===== src/design/biq_pkg.sv =====
`default_nettype none
// ----------------------------------------------------------------------------
// Biquad IIR section: package
// Register map, gain format and radix-4 Booth digit decode.
// ----------------------------------------------------------------------------
package biq_pkg;

	// Register map
	localparam int CFG_IDX_W = 3;
	typedef enum logic [CFG_IDX_W-1:0] {
		REG_B0,
		REG_B1,
		REG_B2,
		REG_A1,
		REG_A2,
		REG_GAIN
	} reg_idx_t;

	// Output gain, unsigned Q2.14
	localparam int              GAIN_W      = 16;
	localparam int              GAIN_FRAC   = 14;
	localparam logic [GAIN_W-1:0] GAIN_RESET = 16'd8192;
	// zero-extended by at least one bit so the Booth recoding sees it as positive
	localparam int              GAIN_DIGITS = (GAIN_W + 2) / 2;
	localparam int              GAIN_MUL_W  = 2 * GAIN_DIGITS + 1;

	// One radix-4 Booth digit: value in {-2, -1, 0, +1, +2}
	typedef struct packed {
		logic zero;
		logic two;
		logic neg;
	} booth_t;

	function automatic booth_t booth_decode(input logic [2:0] bits);
		booth_t d;
		d.neg  = bits[2];
		d.zero = (bits == 3'b000) || (bits == 3'b111);
		d.two  = (bits == 3'b011) || (bits == 3'b100);
		return d;
	endfunction

endpackage
`default_nettype wire


===== src/design/biq_if.sv =====
`default_nettype none
// ----------------------------------------------------------------------------
// Biquad IIR section: stream interfaces
// Valid/ready channels for input samples and filtered results.
// ----------------------------------------------------------------------------
interface biq_in_if #(
	parameter int SAMPLE_WIDTH = 24
);
	logic                           valid;
	logic                           ready;
	logic signed [SAMPLE_WIDTH-1:0] sample_in;

	modport source (output valid, output sample_in, input ready);
	modport sink   (input valid, input sample_in, output ready);
endinterface

interface biq_out_if #(
	parameter int SAMPLE_WIDTH = 24
);
	logic                           valid;
	logic                           ready;
	logic signed [SAMPLE_WIDTH-1:0] sample_out;

	modport source (output valid, output sample_out, input ready);
	modport sink   (input valid, input sample_out, output ready);
endinterface
`default_nettype wire


===== src/design/biquad_iir_section.sv =====
`default_nettype none
// ----------------------------------------------------------------------------
// Biquad IIR section
// Direct-form-1 biquad with output gain, built on a digit-serial MAC.
// ----------------------------------------------------------------------------
// One sample is taken per transfer on samples and one result leaves per
// transfer on results. The filter sum b0*x + b1*x1 + b2*x2 - a1*y1 - a2*y2
// is formed by a single radix-4 Booth multiply-accumulate unit that handles
// one two-bit digit of one operand per cycle, interleaving the five taps. A
// rounding step and a saturation step follow, then the same unit scales by
// out_gain over its GAIN_DIGITS (9) Booth digits, then another rounding
// and saturation step. A new sample is taken only once the result of the
// last one is registered, never while an item is in work. The result sits
// in an output register, so a stalled sink holds only that register: the
// next sample is still taken and worked on, and the block waits at the end
// of that item only if the older result is still unread. Both rescalings
// round half up (add half an LSB, then floor) and clamp to the signed
// sample range; the clamped value is what enters the output history.
// Coefficients are signed Q4.COEF_FRAC_BITS, gain unsigned Q2.14.
// Registers are written by cfg_we/cfg_index/cfg_data; writes to an index
// past out_gain are dropped. Write them only while no item is in flight.
// ----------------------------------------------------------------------------
module biquad_iir_section
	import biq_pkg::*;
#(
	parameter int SAMPLE_WIDTH   = 24,
	parameter int COEF_FRAC_BITS = 22,
	localparam int COEF_W        = COEF_FRAC_BITS + 4,
	localparam int CFG_W         = (COEF_W > GAIN_W) ? COEF_W : GAIN_W
) (
	input  wire logic                 clk,
	input  wire logic                 arst_n,
	biq_in_if.sink                    samples,
	biq_out_if.source                 results,
	input  wire logic                 cfg_we,
	input  wire logic [CFG_IDX_W-1:0] cfg_index,
	input  wire logic [CFG_W-1:0]     cfg_data
);

	// Booth digits per sample operand, and the multiplier shift register width
	// (sign-extended operand plus the implicit zero below bit 0).
	localparam int NDIG   = (SAMPLE_WIDTH + 1) / 2;
	localparam int EXT_W  = 2 * NDIG;
	localparam int MUL_W  = EXT_W + 1;
	// Accumulator: five full products plus headroom for rounding.
	localparam int ACC_W  = SAMPLE_WIDTH + COEF_W + 4;
	localparam int MAXDIG = (NDIG > GAIN_DIGITS) ? NDIG : GAIN_DIGITS;
	localparam int POS_W  = $clog2(MAXDIG);
	localparam int NTAPS  = 5;

	localparam logic signed [COEF_W-1:0] COEF_ONE =
		{{(COEF_W-1){1'b0}}, 1'b1} << COEF_FRAC_BITS;
	localparam logic signed [ACC_W-1:0] HALF_COEF =
		{{(ACC_W-1){1'b0}}, 1'b1} << (COEF_FRAC_BITS - 1);
	localparam logic signed [ACC_W-1:0] HALF_GAIN =
		{{(ACC_W-1){1'b0}}, 1'b1} << (GAIN_FRAC - 1);
	localparam logic signed [SAMPLE_WIDTH-1:0] S_MAX = {1'b0, {(SAMPLE_WIDTH-1){1'b1}}};
	localparam logic signed [SAMPLE_WIDTH-1:0] S_MIN = {1'b1, {(SAMPLE_WIDTH-1){1'b0}}};

	typedef enum logic [2:0] {
		ST_IDLE,  // wait for a sample
		ST_MAC,   // filter sum, one digit of one tap per cycle
		ST_RND,   // add half LSB of Q.COEF_FRAC_BITS
		ST_SAT,   // clamp, update output history
		ST_GMAC,  // gain product, one digit per cycle
		ST_GRND,  // add half LSB of Q.14
		ST_GSAT   // clamp, hand to the output register
	} state_t;

	state_t state_q;

	// Configuration
	logic signed [COEF_W-1:0] coef_q [NTAPS];
	logic [GAIN_W-1:0]        gain_q;

	// Filter history
	logic signed [SAMPLE_WIDTH-1:0] x_hist1_q, x_hist2_q, y_hist1_q, y_hist2_q;

	// Sequencer
	logic [CFG_IDX_W-1:0] lane_q;  // tap in work, numbered as the register map
	logic [POS_W-1:0]     pos_q;   // digit position, counts down

	// Datapath
	logic [MUL_W-1:0]        mul_q [NTAPS];
	logic [GAIN_MUL_W-1:0]   gmul_q;
	logic signed [ACC_W-1:0] acc_q;
	logic signed [ACC_W-1:0] rsum_q;

	// Output register
	logic                           out_valid_q;
	logic signed [SAMPLE_WIDTH-1:0] out_q;

	logic in_xfer, out_xfer, out_load;

	logic [2:0]               mul_top;
	booth_t                   bd;
	logic                     neg;
	logic signed [ACC_W-1:0]  mcand, mag, addend, base, acc_next;
	logic signed [ACC_W-1:0]  sat_src;
	logic [ACC_W-SAMPLE_WIDTH:0] sat_top;
	logic                     ovf;
	logic signed [SAMPLE_WIDTH-1:0] sat_val;

	assign samples.ready      = (state_q == ST_IDLE);
	assign results.valid      = out_valid_q;
	assign results.sample_out = out_q;

	assign in_xfer  = samples.valid && samples.ready;
	assign out_xfer = out_valid_q && results.ready;
	// load the output register once the previous result is gone or leaving now
	assign out_load = (state_q == ST_GSAT) && (!out_valid_q || results.ready);

	// MAC: acc <- 4*acc + d*m on the first tap of a digit position (and on every
	// gain digit), acc <- acc + d*m on the others. Feedback taps take -d.
	always_comb begin
		if (state_q == ST_GMAC) begin
			mul_top = gmul_q[GAIN_MUL_W-1 -: 3];
			mcand   = ACC_W'(y_hist1_q);
		end else begin
			mul_top = mul_q[lane_q][MUL_W-1 -: 3];
			mcand   = ACC_W'(coef_q[lane_q]);
		end
		bd       = booth_decode(mul_top);
		neg      = bd.neg ^ ((state_q == ST_MAC) && (lane_q == REG_A1 || lane_q == REG_A2));
		mag      = bd.zero ? '0 : (bd.two ? (mcand <<< 1) : mcand);
		addend   = neg ? -mag : mag;
		base     = ((state_q == ST_GMAC) || (lane_q == REG_B0)) ? (acc_q <<< 2) : acc_q;
		acc_next = base + addend;
	end

	// Clamp the rounded sum: the bits above the sample's sign must all match it.
	always_comb begin
		sat_src = (state_q == ST_SAT) ? (rsum_q >>> COEF_FRAC_BITS) : (rsum_q >>> GAIN_FRAC);
		sat_top = sat_src[ACC_W-1:SAMPLE_WIDTH-1];
		ovf     = !((&sat_top) || !(|sat_top));
		if (ovf) begin
			sat_val = sat_src[ACC_W-1] ? S_MIN : S_MAX;
		end else begin
			sat_val = sat_src[SAMPLE_WIDTH-1:0];
		end
	end

	// Configuration registers
	always_ff @(posedge clk or negedge arst_n) begin
		if (!arst_n) begin
			coef_q[REG_B0] <= COEF_ONE;
			coef_q[REG_B1] <= '0;
			coef_q[REG_B2] <= '0;
			coef_q[REG_A1] <= '0;
			coef_q[REG_A2] <= '0;
			gain_q         <= GAIN_RESET;
		end else if (cfg_we) begin
			unique case (cfg_index)
				REG_B0, REG_B1, REG_B2, REG_A1, REG_A2: begin
					coef_q[cfg_index] <= cfg_data[COEF_W-1:0];
				end
				REG_GAIN: begin
					gain_q <= cfg_data[GAIN_W-1:0];
				end
				default: begin
					// unmapped index: drop
				end
			endcase
		end
	end

	// Sequencer, history and output register
	always_ff @(posedge clk or negedge arst_n) begin
		if (!arst_n) begin
			state_q     <= ST_IDLE;
			lane_q      <= REG_B0;
			pos_q       <= '0;
			x_hist1_q   <= '0;
			x_hist2_q   <= '0;
			y_hist1_q   <= '0;
			y_hist2_q   <= '0;
			out_valid_q <= 1'b0;
			out_q       <= '0;
		end else begin
			if (out_load) begin
				out_valid_q <= 1'b1;
			end else if (out_xfer) begin
				out_valid_q <= 1'b0;
			end
			unique case (state_q)
				ST_IDLE: begin
					if (in_xfer) begin
						// the taps read the shift registers, so shift x history now
						x_hist2_q <= x_hist1_q;
						x_hist1_q <= samples.sample_in;
						lane_q    <= REG_B0;
						pos_q     <= POS_W'(NDIG - 1);
						state_q   <= ST_MAC;
					end
				end
				ST_MAC: begin
					if (lane_q == REG_A2) begin
						lane_q <= REG_B0;
						if (pos_q == '0) begin
							state_q <= ST_RND;
						end else begin
							pos_q <= pos_q - 1'b1;
						end
					end else begin
						lane_q <= lane_q + 1'b1;
					end
				end
				ST_RND: begin
					state_q <= ST_SAT;
				end
				ST_SAT: begin
					y_hist2_q <= y_hist1_q;
					y_hist1_q <= sat_val;
					pos_q     <= POS_W'(GAIN_DIGITS - 1);
					state_q   <= ST_GMAC;
				end
				ST_GMAC: begin
					if (pos_q == '0) begin
						state_q <= ST_GRND;
					end else begin
						pos_q <= pos_q - 1'b1;
					end
				end
				ST_GRND: begin
					state_q <= ST_GSAT;
				end
				ST_GSAT: begin
					// hold here while the previous result is still unread
					if (out_load) begin
						out_q   <= sat_val;
						state_q <= ST_IDLE;
					end
				end
				default: begin
					state_q <= ST_IDLE;
				end
			endcase
		end
	end

	// Datapath registers
	always_ff @(posedge clk) begin
		unique case (state_q)
			ST_IDLE: begin
				if (in_xfer) begin
					acc_q           <= '0;
					mul_q[REG_B0]   <= {EXT_W'(samples.sample_in), 1'b0};
					mul_q[REG_B1]   <= {EXT_W'(x_hist1_q), 1'b0};
					mul_q[REG_B2]   <= {EXT_W'(x_hist2_q), 1'b0};
					mul_q[REG_A1]   <= {EXT_W'(y_hist1_q), 1'b0};
					mul_q[REG_A2]   <= {EXT_W'(y_hist2_q), 1'b0};
				end
			end
			ST_MAC: begin
				acc_q <= acc_next;
				// advance all taps to the next digit after the last tap
				if (lane_q == REG_A2) begin
					for (int k = 0; k < NTAPS; k++) begin
						mul_q[k] <= mul_q[k] << 2;
					end
				end
			end
			ST_RND: begin
				rsum_q <= acc_q + HALF_COEF;
			end
			ST_SAT: begin
				acc_q  <= '0;
				gmul_q <= {2'b00, gain_q, 1'b0};
			end
			ST_GMAC: begin
				acc_q  <= acc_next;
				gmul_q <= gmul_q << 2;
			end
			ST_GRND: begin
				rsum_q <= acc_q + HALF_GAIN;
			end
			ST_GSAT: begin
				// result is taken by the output register
			end
			default: begin
			end
		endcase
	end

endmodule
`default_nettype wire


===== src/flat_wrapper.sv =====
// flat-port wrapper written by rule: the top's interface ports become plain ports
module biquad_iir_section_flat import biq_pkg::*;
#(
	parameter int SAMPLE_WIDTH   = 24,
	parameter int COEF_FRAC_BITS = 22,
	localparam int COEF_W        = COEF_FRAC_BITS + 4,
	localparam int CFG_W         = (COEF_W > GAIN_W) ? COEF_W : GAIN_W
)
  (clk, arst_n, cfg_we, cfg_index, cfg_data, samples_valid, samples_sample_in, samples_ready, results_valid, results_sample_out, results_ready);
  biq_in_if #(.SAMPLE_WIDTH(SAMPLE_WIDTH)) samples_i ();
  biq_out_if #(.SAMPLE_WIDTH(SAMPLE_WIDTH)) results_i ();
  input  wire logic clk;
  input  wire logic arst_n;
  input  wire logic cfg_we;
  input  wire logic [CFG_IDX_W-1:0] cfg_index;
  input  wire logic [CFG_W-1:0] cfg_data;
  input wire logic [$bits(samples_i.valid)-1:0] samples_valid;
  input wire logic [$bits(samples_i.sample_in)-1:0] samples_sample_in;
  output wire logic [$bits(samples_i.ready)-1:0] samples_ready;
  output wire logic [$bits(results_i.valid)-1:0] results_valid;
  output wire logic [$bits(results_i.sample_out)-1:0] results_sample_out;
  input wire logic [$bits(results_i.ready)-1:0] results_ready;
  assign samples_i.valid = samples_valid;
  assign samples_i.sample_in = samples_sample_in;
  assign samples_ready = samples_i.ready;
  assign results_valid = results_i.valid;
  assign results_sample_out = results_i.sample_out;
  assign results_i.ready = results_ready;
  biquad_iir_section #(.SAMPLE_WIDTH(SAMPLE_WIDTH), .COEF_FRAC_BITS(COEF_FRAC_BITS)) u_core (.clk(clk), .arst_n(arst_n), .samples(samples_i), .results(results_i), .cfg_we(cfg_we), .cfg_index(cfg_index), .cfg_data(cfg_data));
endmodule

===== config.mk =====
export PLATFORM = sky130hd
export DESIGN_NAME = biquad_iir_section_flat
export DESIGN_NICKNAME = d
export VERILOG_FILES = /design/src/design/biq_pkg.sv /design/src/design/biq_if.sv /design/src/design/biquad_iir_section.sv /design/src/flat_wrapper.sv
export SDC_FILE = /design/constraint.sdc
export NUM_CORES = 1
export LEC_CHECK = 0
export ABC_AREA = 1
export BUFFER_PORTS_ARGS = -buffer_cell sky130_fd_sc_hd__buf_2
export CAP_MARGIN = 40
export CORE_ASPECT_RATIO = 1.75
export CORE_MARGIN = 2
export CORE_UTILIZATION = 45
export DETAILED_ROUTE_END_ITERATION = 12
export SLEW_MARGIN = 20
export SYNTH_ARGS = -nofsm -noshare
export SYNTH_HDL_FRONTEND = slang
export SYNTH_SLANG_ARGS = --single-unit
export TNS_END_PERCENT = 10

===== constraint.sdc =====
create_clock -name clk -period 5.6 [get_ports clk]
set_clock_uncertainty 0.15 [all_clocks]
set_input_delay 0 -clock clk [delete_from_list [all_inputs] [get_ports clk]]
set_output_delay 0 -clock clk [all_outputs]
set_load 0.05 [all_outputs]

## Yosys cells after proc, flatten, opt, wreduce, memory -nomap -nowiden

Memory sizes are Yosys's and may differ from the RTL's.
Index checks and enable logic that the tools add are counted.

| storage, ports and cells | value |
|---|---|
| flip-flop bits (word level) | 404 |
| bits in writable memories | 120 |
| input bits | 58 |
| output and inout bits | 26 |
| logic and storage cells | 138 |
| memories kept | 1 |

| operators by class | value |
|---|---|
| $add $sub $neg | 6 |
| $lt $le $gt $ge | 3 |
| eq/ne operators | 21 |
| mux-type cells | 45 |
| bitwise logic cells | 8 |
| reductions and logical operators | 36 |

Memory list:

| memory | words | width | rd ports | clocked after Yosys merged registers in | write ports | RTL line | RTL |
|---|---|---|---|---|---|---|---|
| u_core.mul_q | 5 | 24 | 6 | 0 | 5 | biquad_iir_section.sv:84 | `logic [MUL_W-1:0] mul_q [NTAPS];` |

Operators by type and width:

| cell | number |
|---|---|
| 54-bit 2-to-1 mux | 6 |
| 24-bit 2-to-1 mux | 7 |
| 54-bit one-hot mux with 3 select lines | 1 |
| 130-bit bitwise mux | 1 |
| 54-bit one-hot mux with 2 select lines | 1 |
| 26-bit binary-select mux with 3-bit select | 1 |
| 26-bit demux with 3-bit select | 1 |
| 26-bit 2-to-1 mux | 3 |
| 54-bit by 15-bit adder with 54-bit output, second input constant | 1 |
| 54-bit by 23-bit adder with 54-bit output, second input constant | 1 |
| 54-bit adder | 1 |
| 54-bit negator | 1 |
| 39-bit 2-to-1 mux | 1 |
| 19-bit one-hot mux with 2 select lines | 1 |
| 31-bit AND reduction | 1 |
| 31-bit OR reduction | 1 |
| 3-bit equality test, second input constant | 8 |
| 3-bit 2-to-1 mux | 8 |
| 3-bit one-hot mux with 7 select lines | 1 |
| 3-bit by 2-bit equality test with 1-bit output, second input constant | 6 |
| 4-bit one-hot mux with 4 select lines | 1 |
| 3-bit logical NOT | 4 |
| 4-bit 2-to-1 mux | 3 |
| 2-bit AND reduction | 6 |
| other kinds (23) | 53 |

## Depth between registers and ports, before layout

Gate-level depths: netlist of the first run.

| depth | value |
|---|---|
| word-level depth | 11 |
| mapped depth | 37 |
| mapped depth without buffers | 36 |

## Least setup slack after synthesis of the first run

No wires, ideal clock.

| timing path | value |
|---|---|
| path type | register to register |
| start point | register u_core.state_q[1] |
| end point | memory u_core.mul_q[0][0] (netlist name) (enable) |
| data arrival time | 4.428 ns |
| required time | 4.967 ns |
| slack | 0.539 ns |
| stages on the path, launching flop included | 7 |
| period minus slack after synthesis | 5.061 ns |
| cell sequence | dfrtp_1 > inv_2 > nand2_2 > nor2_1 > nand2_1 > clkbuf_1 > nand2_1 |

RTL lines:

| item | RTL line | RTL |
|---|---|---|
| from (decl) | biquad_iir_section.sv:70 | `state_t state_q;` |
| from (signal assigned) | biquad_iir_section.sv:170 | `state_q <= ST_IDLE;` |
| from (signal assigned) | biquad_iir_section.sv:193 | `state_q <= ST_MAC;` |
| from (signal assigned) | biquad_iir_section.sv:200 | `state_q <= ST_RND;` |
| to (decl) | biquad_iir_section.sv:84 |  |

## Worst setup path in the final report of the first run

| timing path | value |
|---|---|
| start point | register u_core.state_q[1] |
| end point | register u_core.acc_q[52], data pin |

| on the way | value |
|---|---|
| word-level cells in the longest chain between the ends | 10 |
| elaborated cells on any way between the ends | 23 |

Ends and longest elaborated chain:

| item | RTL line | RTL |
|---|---|---|
| 3-bit equality test | biquad_iir_section.sv:116, biquad_iir_section.sv:127, biquad_iir_section.sv:243 |  |
| 3-bit 2-to-1 mux | biquad_iir_section.sv:116 | `if (state_q == ST_GMAC) begin` |
| 3-bit by 2-bit equality test with 1-bit output or 3-bit equality test (tied branches) | biq_pkg.sv:38 | `d.two = (bits == 3'b011) \|\| (bits == 3'b100);` |
| 1-bit logical OR | biq_pkg.sv:38 |  |
| 54-bit 2-to-1 mux (2 in a row) | biquad_iir_section.sv:125 | `mag = bd.zero ? '0 : (bd.two ? (mcand <<< 1) : mcand);` |
| 54-bit negator | biquad_iir_section.sv:126 | `addend = neg ? -mag : mag;` |
| 54-bit 2-to-1 mux | biquad_iir_section.sv:126 |  |
| 54-bit adder | biquad_iir_section.sv:128 | `acc_next = base + addend;` |
| 54-bit one-hot mux with 3 select lines (*) | biquad_iir_section.sv:243 | `unique case (state_q)` |
| to (signal assigned) | biquad_iir_section.sv:255 | `acc_q <= acc_next;` |
| to (signal assigned) | biquad_iir_section.sv:271 | `acc_q <= acc_next;` |
| to (decl) | biquad_iir_section.sv:86 | `logic signed [ACC_W-1:0] acc_q;` |

Mark *: on every way between the ends. The rest lies on a longest branch, timed or not.
A chain may end at the register's enable or synchronous reset.

==> run_results.csv, run 1 <==
group,metric,value,unit
flow_run,maxCapViolCount,0,
cts,ctsLongestPathBuffers,3,
cts,clock_sinks,509,
sta,min_period_over_period,95.89,%
critical_path,crit_arrival,5660,ps
placed_design,port_buffers,83,
yosys,synth_seq_area_share,50.47,%
critical_path,crit_path_start_kind,"register",
sta,finalHoldViolCount,0,
die,die_w,191.0,um
drt,viasPerCell,5.372,
placed_design,gp_congestion,0.9485,
cts,h-tree-depth,2,
die,coreArea,60810,um^2
critical_path,r2r-start,"u_core.state_q[1]$_DFFE_PN0P_",
outcome,status,"complete, no violations",
drt,vias,23566,
drt,dr.pass1.iters,6,
yosys,synth_warnings,0,
grt,grt_overflow_total,0,
final_layout,utilization,53.13,%
final_layout,multi_input_area,11830,um^2
critical_path,cpMaxStageDelayCell,"a221oi_2",
drt,detail-route-antenna-nets,0,
yosys,synth.distinct_cells,53,
grt,use_met3,3.206,%
grt,gr-usage-all-layers,27.89,%
critical_path,critPathLaunch,"u_core.state_q[1]$_DFFE_PN0P_",
final_layout,final_layout_size_suffix_gt1_share,12.49,%
sta,relSlewSlack,36.13,%
cts,insertion_delay,610,ps
min_path,min-delay-start,"samples_sample_in[10]",
die,initial_core_util,45.29,%
yosys,ys.flop_type,"dfrtp_1",
yosys,synth_nets,3477,
sta,holdWs,94.27,ps
drt,drcViolationCount,0,
die,rows,120,
critical_path,required,5890,ps
sta,finalWorstPathRequiredPeriod,5370,ps
drt,wl_per_cell,20.12,um
die,dieArea,63270,um^2
grt,use_met1,30.42,%
sta,worst_pin_slew,958.1,ps
yosys,synth_seq_cells,509,
die,die_h,331.3,um
critical_path,critPathKind,"reg -> reg",
final_layout,areaGrowthSynthToFinish,17.32,%
cts,cts_tree,"built",
min_path,hp-class,"in -> reg",
cts,clkTransAtPathRegs,70,ps
grt,use_met2,51.30,%
grt,grt_max_degree,139,
yosys,synth-edff-count,232,
final_layout,n_fill_cell,5713,
critical_path,cp-end-kind,"register",
die,ios,84,
sta,fmax,186.2,MHz
yosys,netlist_instances,3358,
sta,rsz0062_at_grt,"true",
grt,busiest_layer,"met2",
sta,finalSetupViolations,0,
cts,root_buffer,"clkbuf_16",
final_layout,seqCellArea,13900,um^2
critical_path,slowest_delay,410,ps
placed_design,dp_hpwl,64670,um
grt,grt_pass1_wl,135400,um
sta,drv_slew,0,
final_layout,antenna_cells,0,
critical_path,path_max_fanout,25,
final_layout,nets,3671,
yosys,synthesis.area,27540,um^2
yosys,async_flop_share,54.42,%
yosys,syn_avg_cell_area,8.201,um^2
cts,cts-buffers-inserted,50,
grt,antenna_found_initial,0,
grt,grt_pass1_vias,23626,
drt,totalWireLength,88270,um
drt,drtIter0Drc,1811,
## flip-flops by register name, summed over array words and instances, names as in the netlist
register / flops
u_core.acc_q: 54
u_core.coef_q: 130
u_core.gain_q: 16
u_core.gmul_q: 18
u_core.lane_q: 3
u_core.mul_q: 120
u_core.pos_q: 4
u_core.results.sample_out: 24
u_core.results.valid: 1
u_core.rsum_q: 40
u_core.state_q: 3
u_core.x_hist1_q: 24
u_core.x_hist2_q: 24
u_core.y_hist1_q: 24
u_core.y_hist2_q: 24
## stage by stage
step	worst slack [ps]	area, um^2	setup TNS [ps]	cells
3_3_place_gp	19.01	29530	0	4219
4_1_cts	114.5	32180	0	4383
3_5_place_dp	-40.07	29660	-40.07	4225
6_report	230.2	32310	0	4387
5_1_grt	-104.1	32310	-279.8	4387
2_1_floorplan	538.9	27540	0	3358
## final timing paths
| kind | to | slack (ps) | depth (start not counted) |
|---|---|---|---|
| max in group asynchronous | u_core.y_hist2_q[9]$_DFFE_PN0P_ | 4010 | 4 |
| setup / recovery | u_core.acc_q[52]$_SDFFCE_PN0P_ | 230 | 30 |
| min in group asynchronous | u_core.coef_q[126]$_DFFE_PN1P_ | 390 | 3 |
| hold reg to reg | u_core.coef_q[41]$_DFFE_PN0P_ | 330 | 2 |
| hold / removal | u_core.x_hist1_q[10]$_DFFE_PN0P_ | 90 | 4 |
| setup reg to reg | u_core.acc_q[52]$_SDFFCE_PN0P_ | 230 | 30 |
## worst max-delay path, delay by kind of cell (launching register included)
kind	cells	cell delay [ps]
simple gates	18	2540
buf+inv	6	600
flops	1	400
fa+ha+maj	2	550
compound gates	4	940
## cell type report
| class | instances | area share [%] |
|---|---|---|
| Clock buffer | 65 | 4.395 |
| Timing Repair Buffer | 290 | 7.513 |
| Multi-Input combinational cell | 2354 | 36.61 |
| Tap cell | 793 | 3.071 |
| Sequential cell | 509 | 43.03 |
| Inverter | 347 | 4.047 |
| Clock inverter | 29 | 1.340 |
## synthesized netlist by cell type (all sizes together) (3+ instances only)
library cell / number / area [um^2]
o21bai: 3 / 22.52
a211oi: 3 / 22.52
o211ai: 6 / 45.04
o21a: 4 / 30.03
nor4: 16 / 100.1
a21boi: 3 / 22.52
nand2: 983 / 3707
nand3b: 3 / 22.52
edfxtp: 232 / 6967
a21o: 20 / 150.1
a21oi: 155 / 787.0
dfrtp: 275 / 6882
nor2: 219 / 874.6
nand4: 22 / 137.6
xor2: 59 / 516.8
o21ai: 466 / 2332
ha: 60 / 750.7
nand3: 186 / 1011
inv: 346 / 1304
mux2: 23 / 259.0
buf: 46 / 250.2
a221oi: 4 / 35.03
nor3: 22 / 110.1
mux2i: 25 / 250.2
clkbuf: 102 / 382.9
or2: 28 / 175.2
a31oi: 15 / 93.84
xnor2: 5 / 43.79
a22oi: 14 / 105.1
## timing repair
item,CTS,global route
hold endpoints to repair,430,0
endpoints found under the setup margin,1,24
pin swaps,0,3
setup buffers,0,2
gates resized for setup,1,22
hold buffers,64,0
## cell usage in the layout, fill, tap and decap left out, types with 7 or more instances in the layout
cell,Yosys,routed
nand2_1,978,976
o21ai_0,453,449
inv_1,313,312
dfrtp_1,275,274
edfxtp_1,232,232
nor2_1,211,209
nand3_1,173,173
a21oi_1,154,149
buf_4,2,122
buf_2,20,82
dlygate4sd3_1,0,63
xor2_1,59,59
ha_1,60,59
clkbuf_16,0,52
inv_2,31,32
or2_2,28,28
mux2i_1,25,25
mux2_2,23,23
nor3_1,22,22
nand4_1,22,22
a21o_1,20,20
nor4_1,16,15
buf_12,0,15
a22oi_1,14,14
a31oi_1,15,14
o21ai_1,13,13
nand3_2,11,11
bufinv_16,0,10
clkinv_2,0,8
inv_4,2,7
clkbuf_8,0,7
## metal layers
| metal | vias to the layer above | part of all wire, % | routed length, um |
|---|---|---|---|
| met4 | 0 | 6.6 | 5818 |
| li1 | 11466 | - | - |
| met2 | 627 | 52 | 46320 |
| met5 | - | 0 | 0 |
| met3 | 194 | 4.3 | 3757 |
| met1 | 11279 | 37 | 32370 |
## logic make-up after synthesis
group           share of synthesized area (%)
compound gates                          13.48
flops                                   50.47
mux                                     1.849
xor+xnor                                2.035
simple gates                            22.32
fa+ha+maj                               2.799
buf+inv                                 7.046
Power of run 1 is left out: the tool's default activity adds up to more than one toggle a clock period on the data nets, which glitch-free logic cannot reach.
==> run 2: changes to the inputs <==
==> constraint.sdc (replaced) <==
create_clock -name clk -period 4.4 [get_ports clk]
set_clock_uncertainty 0.15 [all_clocks]
set_input_delay 0 -clock clk [delete_from_list [all_inputs] [get_ports clk]]
set_output_delay 0 -clock clk [all_outputs]
set_load 0.05 [all_outputs]
==> run_results.csv, run 2 (synthesized netlist as in run 1, its figures left out) <==
group,metric,value,unit
placed_design,port_buffers,83,
flow_run,maxCapViolCount,0,
grt,grt_pass1_vias,25471,
final_layout,areaGrowthSynthToFinish,32.64,%
cts,h-tree-depth,2,
final_layout,largestRegisters,"u_core.coef_q: 130 flops, u_core.mul_q: 120 flops, u_core.acc_q: 54 flops",
die,die_w,191.0,um
final_layout,final_cell_mix,"905 x nand2_1, 412 x o21ai_0, 396 x buf_4",
grt,grt_pass1_wl,139100,um
critical_path,crit_path_start_kind,"register",
critical_path,path_max_fanout,8,
cts,cts_tree,"built",
drt,vias,25033,
cts,ctsLongestPathBuffers,3,
cts,clkTransAtPathRegs,70,ps
critical_path,required,4610,ps
grt,antenna_found_initial,0,
drt,dr.pass1.iters,6,
die,die_h,331.3,um
critical_path,crit_arrival,5300,ps
final_layout,largest_reg_flops,130,
placed_design,dp_hpwl,66370,um
critical_path,slowest_delay,460,ps
drt,detail-route-antenna-nets,0,
final_layout,regMostFlops,"u_core.coef_q",
sta,finalSetupViolations,41,
final_layout,antenna_cells,0,
min_path,hp-class,"in -> reg",
sta,rsz0062_at_grt,"true",
sta,min_period_over_period,115.7,%
die,dieArea,63270,um^2
die,coreArea,60810,um^2
sta,finalWorstPathRequiredPeriod,5093,ps
drt,drcViolationCount,0,
cts,insertion_delay,610,ps
final_layout,final_layout_size_suffix_gt1_share,26.76,%
placed_design,gp_congestion,0.9735,
critical_path,critPathKind,"reg -> reg",
sta,layout_setup_ws,-692.8,ps
die,rows,120,
outcome,status,"complete, but fails checks",
sta,setup_tns,-16580,ps
sta,relSlewSlack,44.05,%
sta,worst_pin_slew,834.1,ps
drt,wl_per_cell,19.53,um
die,ios,84,
outcome,violations,"setup timing",
drt,drtIter0Drc,1804,
sta,finalHoldViolCount,0,
grt,grt_overflow_total,0,
die,initial_core_util,45.29,%
critical_path,crit_top_cell,"buf_4",
drt,totalWireLength,91820,um
final_layout,nets,3989,
sta,fmax,196.4,MHz
cts,cts-buffers-inserted,49,
drt,viasPerCell,5.324,
cts,clock_sinks,509,
placed_design,dp_slack,-1306,ps
cts,root_buffer,"clkbuf_16",
final_layout,layout_commonest_cell,"nand2_1",
grt,gr-usage-all-layers,28.51,%
sta,drv_slew,0,
critical_path,cp-end-kind,"register",
grt,grt_max_degree,186,
critical_path,cpMaxStageDelayCell,"dfrtp_2",
run 2: metrics by stage:
step / utilization (%) / instance area, um^2 / hold WS [ps] / instances
6_report: 60.07 / 36530 / 78.12 / 4702
2_1_floorplan: - / 27540 / -445.6 / 3358
3_5_place_dp: 52.10 / 31680 / -54.41 / 4492
5_1_grt: 60.07 / 36530 / 87.83 / 4702
3_3_place_gp: 51.97 / 31600 / -76.17 / 4488
4_1_cts: 57.54 / 34990 / 45.34 / 4657
run 2: per-layer routing:
| metal | GRT usage (%) | wire [um] |
|---|---|---|
| met1 | 30.38 | 33390 |
| met2 | 52.38 | 47970 |
| met3 | 3.301 | 3329 |
| met4 | 18.26 | 7119 |
| met5 | 0 | 0 |
run 2: cell type report:
type,count,area [um^2]
clock buffer,71,1464
clock inverter,19,250.2
inverter,347,1325
fill,5377,24280
multi-input combinational,2356,13530
sequential,509,13900
timing repair buffer,607,5071
tap,793,992.2
run 2: worst paths after layout:
| path | endpoint | cells past startpoint | start | slack [ps] |
|---|---|---|---|---|
| setup / recovery | u_core.acc_q[49]$_SDFFCE_PN0P_ | 31 | u_core.lane_q[0]$_DFFE_PN0P_ | -690 |
| hold / removal | u_core.x_hist1_q[6]$_DFFE_PN0P_ | 4 | samples_sample_in[6] | 80 |
| setup reg to reg | u_core.acc_q[49]$_SDFFCE_PN0P_ | 31 | u_core.lane_q[0]$_DFFE_PN0P_ | -690 |
| hold reg to reg | u_core.x_hist2_q[19]$_DFFE_PN0P_ | 2 | u_core.x_hist2_q[19]$_DFFE_PN0P_ | 340 |
| max in group asynchronous | u_core.coef_q[121]$_DFFE_PN0P_ | 4 | arst_n | 3030 |
| min in group asynchronous | u_core.gain_q[11]$_DFFE_PN0P_ | 4 | arst_n | 370 |
run 2: worst max-delay path: cells and delay by family, from the launching register on:
family                   cells  cell delay, ps
buffers and inverters        9            1200
AND/OR/NAND/NOR             16            1820
adder cells (fa/ha/maj)      1             270
AO/OA/AOI/OAI                5             910
flip-flops                   1             460
run 2: what timing repair did:
item / in CTS / in global routing
hold endpoints to repair: 314 / 0
resized for setup: 226 / 261
pin swaps: 61 / 121
setup buffers: 15 / 40
setup endpoints to repair: 47 / 47
gates cloned: 1 / 4
hold buffers: 59 / 0
Power of run 2 is left out for the same reason.
